[src/igde_pkg.sv]
package igde_pkg;

    // Register indexes on the configuration port.
    typedef enum logic [2:0] {
        REG_QUAT_W    = 3'd0,
        REG_QUAT_X    = 3'd1,
        REG_QUAT_Y    = 3'd2,
        REG_QUAT_Z    = 3'd3,
        REG_EMA_ALPHA = 3'd4,
        REG_AVG_COUNT = 3'd5,
        REG_MIN_NORM  = 3'd6
    } t_reg_index;

    localparam logic [16:0] ALPHA_ONE   = 17'h10000;
    localparam logic [12:0] MAX_AVERAGE = 13'd4096;
    localparam logic [15:0] DIR_ONE     = 16'd16384;

    typedef struct packed {
        logic signed [15:0] quat_w;
        logic signed [15:0] quat_x;
        logic signed [15:0] quat_y;
        logic signed [15:0] quat_z;
        logic        [16:0] ema_alpha;
        logic        [12:0] average_count;
        logic        [15:0] min_norm;
    } t_cfg;

    // One queued word: the command flag and the negated sample (gravity).
    typedef struct packed {
        logic               command;
        logic signed [16:0] gx;
        logic signed [16:0] gy;
        logic signed [16:0] gz;
    } t_item;

    typedef struct packed {
        logic signed [15:0] dir_x;
        logic signed [15:0] dir_y;
        logic signed [15:0] dir_z;
        logic               batch_done;
    } t_result;

endpackage

[src/igde_front.sv]
module igde_front import igde_pkg::*; (
    input  logic        i_clk,
    input  logic        i_rst_n,
    input  logic        i_valid,
    output logic        o_ready,
    input  logic        i_command,
    input  logic [47:0] i_data,
    output logic        o_item_valid,
    output t_item       o_item,
    input  logic        i_pop
);

    t_item      r_q [2];
    logic       r_wr_ptr;
    logic       r_rd_ptr;
    logic [1:0] r_count;
    t_item      w_item;
    logic       w_push;

    // Gravity is the negated reading; 17 bits hold the negation of -32768.
    always_comb begin
        w_item.command = i_command;
        w_item.gx = -$signed({i_data[15], i_data[15:0]});
        w_item.gy = -$signed({i_data[31], i_data[31:16]});
        w_item.gz = -$signed({i_data[47], i_data[47:32]});
    end

    assign o_ready      = (r_count != 2'd2);
    assign w_push       = i_valid && o_ready;
    assign o_item_valid = (r_count != 2'd0);
    assign o_item       = r_q[r_rd_ptr];

    always_ff @(posedge i_clk) begin
        if (w_push) begin
            r_q[r_wr_ptr] <= w_item;
        end
    end

    always_ff @(posedge i_clk) begin
        if (!i_rst_n) begin
            r_wr_ptr <= 1'b0;
            r_rd_ptr <= 1'b0;
            r_count  <= 2'd0;
        end else begin
            if (w_push) begin
                r_wr_ptr <= !r_wr_ptr;
            end
            if (i_pop) begin
                r_rd_ptr <= !r_rd_ptr;
            end
            case ({w_push, i_pop})
                2'b10:   r_count <= r_count + 2'd1;
                2'b01:   r_count <= r_count - 2'd1;
                default: r_count <= r_count;
            endcase
        end
    end

endmodule

[config.mk]
export PLATFORM = sky130hd
export DESIGN_NAME = igde_front
export DESIGN_NICKNAME = d
export VERILOG_FILES = /design/src/igde_pkg.sv /design/src/igde_front.sv
export SDC_FILE = /design/constraint.sdc
export NUM_CORES = 1
export LEC_CHECK = 0
export BUFFER_PORTS_ARGS = -buffer_cell sky130_fd_sc_hd__buf_2
export CAP_MARGIN = 30
export CORE_UTILIZATION = 45
export CTS_BUF_LIST = sky130_fd_sc_hd__clkbuf_2 sky130_fd_sc_hd__clkbuf_4 sky130_fd_sc_hd__clkbuf_8
export DETAILED_ROUTE_END_ITERATION = 8
export GPL_TIMING_DRIVEN = 0
export HOLD_SLACK_MARGIN = 0.15
export PLACE_DENSITY_LB_ADDON = 0.25
export SLEW_MARGIN = 20
export SYNTH_ARGS = -nofsm -noshare
export SYNTH_HDL_FRONTEND = slang
export SYNTH_SLANG_ARGS = --single-unit
[constraint.sdc]
create_clock -name i_clk -period 4.3 [get_ports i_clk]
set_input_delay 0.645 -clock i_clk [delete_from_list [all_inputs] [get_ports i_clk]]
set_output_delay 0.645 -clock i_clk [all_outputs]
set_load 0.02 [all_outputs]
# After elaboration in Yosys (flattened, before gate mapping)
# Memories as Yosys holds them, arrays and structs flattened. A register that Yosys moved wholly into a read port is not among the register bits.
# Index checks and enable logic that the tools add are counted.
[word_totals]
regBits = 4
mem_bits_rw = 104
elab_cells = 22
n_memories = 1
[op_classes]
addsub = 5
n_eq_ne = 3
n_mux = 5
n_reduce_logical = 5
[memory_table]
columns = ["name", "words", "width", "read_ports", "rd_clocked_by_memory_dff", "wr", "line", "rtl"]
rows = [
  ["r_q", 2, 52, 1, 1, 1, "igde_front.sv:13", "t_item r_q [2];"],
]
[op_table]
columns = ["operator", "n"]
rows = [
  ["negator 16 -> 17 bit", 3],
  ["2-to-1 mux 1 bit", 4],
  ["one-hot mux 2 bit (2 select lines)", 1],
  ["nonzero test 2 bit", 2],
  ["adder 2 x 1 -> 2 bit (second input constant)", 1],
  ["equality test 2 x 1 -> 1 bit (second input constant)", 1],
  ["equality test 2 bit (second input constant)", 1],
  ["zero test 1 bit", 2],
  ["!= test 2 bit (second input constant)", 1],
  ["subtractor 2 x 1 -> 2 bit (second input constant)", 1],
  ["logical AND 1 bit", 1],
]

# Depth between registers and ports, before layout
[depth]
word_depth = 4
mapped_depth = 7
ltp_nobuf = 6

# Least setup slack after synthesis
# Ideal clock, no wire load.
[synth_path]
kind = "reg-to-reg"
from = "register r_count[0]"
to = "memory r_q[0][0] in the netlist's numbering, enable pin"
setup_time_ns = 0.462
t_arrival_ns = 2.971
t_required_ns = 3.838
setup_slack_ns = 0.867
stages_incl_launch_ff = 4
path_buffers = 0
synth_period_minus_slack_ns = 3.433
cell_sequence = "dfxtp_1 > nand2b_1 > nand2_1 > nor2_1"
[synth_between]
elab_chain_cells = 4
[synth_rtl]
columns = ["item", "line", "rtl"]
rows = [
  ["start, declared", "igde_front.sv:16", "logic [1:0] r_count;"],
  ["start signal, assigned", "igde_front.sv:52", "2'b10: r_count <= r_count + 2'd1;"],
  ["start signal, assigned", "igde_front.sv:53", "2'b01: r_count <= r_count - 2'd1;"],
  ["start signal, assigned", "igde_front.sv:54", "default: r_count <= r_count;"],
  ["!= test 2 bit", "igde_front.sv:28", "assign o_ready = (r_count != 2'd2);"],
  ["named net o_ready", "igde_front.sv:5", "output logic o_ready,"],
  ["logical AND 1 bit", "igde_front.sv:29", "assign w_push = i_valid && o_ready;"],
  ["2-to-1 mux 1 bit", "igde_front.sv:34", "if (w_push) begin"],
  ["2-to-1 mux 1 bit (not written as such)", "igde_front.sv:35", "r_q[r_wr_ptr] <= w_item;"],
  ["end, declared", "igde_front.sv:13", ""],
]
# The timed path passes the listed nets, and every way through them passes these cells.

==> results.yml <==
clocking:
  cts_root_buf: "clkbuf_8"
  htreeDepth: 3
  cts_num_sinks: 109
  clk_pin_slew_ns: 0.10
  clock_path_buffers: 2
  cts_resized: 0
  hold_buffers: 0
  numCtsBuffers: 9
  tritoncts: "done"
  post_cts_buffers: 0
  clkLatencyLatePin_ns: 0.35
power_and_ir_drop:
  powerDensity_nw_per_um2: 418
  p_leak_nw: 2.05
  ir_drop_mv: 0.251
yosys:
  ys_seq_elements: 109
  synth_cell_types: 36
  postSynth.asyncResetShare: 0
  synth_area_per_cell_um2: 15.8
  yosys.area.top_type: "edfxtp_1"
  yosysTopAreaCellShare: 0.652
  syn_inst: 304
  ys_seq_area_frac: 0.673
  synth_nets: 361
  synthTopCellsByArea: "edfxtp_1 65%, mux2_2 12%, xnor2_1 4.9%"
  synth_area_um2: 4790
  ys.warnings.count: 0
  synth_edf_count: 104
  synth_flop_cell: "edfxtp_1"
routing:
  first_pass_iters: 4
  drtIter0Drc: 86
  met1_length_mm: 3.61
  vias: 2797
  post_drt_wl_per_cell_um: 14.9
  vias_per_cell: 4.95
  dr_wl_met2_mm: 4.31
  highest_layer: "met4"
  wl_met3_um: 411
  drc: 0
  wl_mm: 8.44
  ant_nets: 0
global_route:
  antenna_found_initial: 0
  gr-total-overflow: 0
  grt_pass1_wl_mm: 13.6
  grt_max_degree: 31
  grt_pass1_vias: 2881
  grtUsageTotal: 0.159
sta:
  timing.final.ws_setup_ns: 1.50
  holdWs_ns: 0.479
  slew_headroom: 0.569
  worstMarginPinSlew_ns: 0.647
  grt_setup_unrepaired: "no"
  max_freq_ghz: 0.358
  final_max_slew_viol_count: 0
  finalCriticalPeriod_ns: 2.80
  hold_violations: 0
  min_period_over_period: 0.650
  finClkSkew_ns: 0.0120
  setup_viol: 0
placement:
  hpwl_mm: 6.08
  placed_cell_area_um2: 5570
  dp_worst_setup_slack_ns: 1.86
  io_buffer_count: 106
  gp_congestion: 0.773
die:
  core_area_um2: 10300
  die_height_um: 105
  die_w_um: 105
  num_io_pins: 107
  fp-row-count: 37
  initial_utilization: 0.464
  die-area_um2: 11100
critical_path:
  r2r_slack_ns: 2.65
  r2r-end: "r_count[1]"
  start_kind: "register"
  worstSetupPathType: "reg2out"
  crit_required_ns: 3.65
  endpoint_kind: "output pin"
  crit_fanout: 10
  rr_startpoint: "r_count[0]"
  arrival_ns: 2.15
  reg2reg_depth: 5
flow_run:
  cap_violations: 0
final_layout:
  n_fill_cell: 863
  area_delta_synth_final_pct: 20.2
  final_cell_area_um2: 5760
  final_common_cell: "buf_2"
  layout_common_cells: "108 x buf_2, 104 x edfxtp_1, 52 x mux2_2"
  drive_gt1_frac: 0.441
  finish.utilization: 0.558
  antenna_cells: 0
  nets: 481
hold_path:
  hp-start: "i_command"
  whs_path_depth: 1
  min_to: "r_q[0][51]"
  min_path_type: "in2reg"
run_status:
  status: "completed"
critical path, cell delays in order (launching register included):
cell and delay, ns:
dfxtp_1 0.32, clkbuf_1 0.34, clkbuf_1 0.55, mux2_2 0.42
buf_2 0.16
routing by layer:
metal  GRT usage  up-vias
met4      0.0634        0
met5           0        -
li1            -     1371
met1       0.188     1349
met2       0.274       65
met3      0.0405       12
synth_stat cells, types with 4 or more instances:
cell / count
xnor2_1: 27
xor2_1: 18
inv_1: 7
nor2_1: 18
edfxtp_1: 104
clkbuf_1: 6
and2_1: 5
ha_1: 4
nand2_1: 9
mux2_2: 52
nor3_1: 10
dfxtp_1: 5
report_power, final:
| group | switching, W | internal [W] |
|---|---|---|
| Combinational | 0.000298 | 0.000201 |
| Sequential | 0.0000275 | 0.00130 |
| Clock | 0.000335 | 0.000246 |
| Total | 0.000660 | 0.00174 |
stage by stage:
| stage | instances | setup TNS, ns | total power [W] |
|---|---|---|---|
| 4_1_cts | 565 | 0 | 0.00244 |
| 5_1_grt | 565 | 0 | 0.00251 |
| 3_3_place_gp | 546 | -25.97 | 0.00183 |
| 3_5_place_dp | 549 | 0 | 0.00186 |
| 2_1_floorplan | 304 | 0 | 0.00166 |
| 6_report | 565 | 0 | 0.00240 |
cell type report:
type	count	area [um^2]	share of cell area
Sequential cell	109	3220	0.560
Multi-Input combinational cell	180	1520	0.264
Timing Repair Buffer	109	598	0.104
Tap cell	136	170	0.0296
Clock buffer	12	153	0.0265
Clock inverter	4	33.8	0.00587
Buffer	8	32.5	0.00565
Inverter	7	26.3	0.00457
how the worst max path moves through the flow:
stage,endpoint,cells after the start,startpoint
4_1_cts,o_item[40],4,register
2_1_floorplan,r_q[0][0],3,r_count[0]
6_report,o_item[40],4,register
5_1_grt,o_item[40],4,register
3_5_place_dp,o_item[40],4,register
3_3_place_gp,r_q[0][46],3,i_valid
sequential cells by signal (all words and copies together) (netlist names), named ones only:
register,cells
r_q,104
r_count,2
r_rd_ptr,1
r_wr_ptr,1
kinds of logic after synthesis:
kind of cell | count (synthesis) | synth area share
AOI/OAI and AO/OA | 6 | 0.00810
and+or+nand+nor | 73 | 0.0915
adders and majority gates | 4 | 0.0105
DFF | 109 | 0.673
buffers and inverters | 15 | 0.0123
xor gates and xnor gates | 45 | 0.0823
muxes | 52 | 0.122
Power figures use the tool's default switching activity.
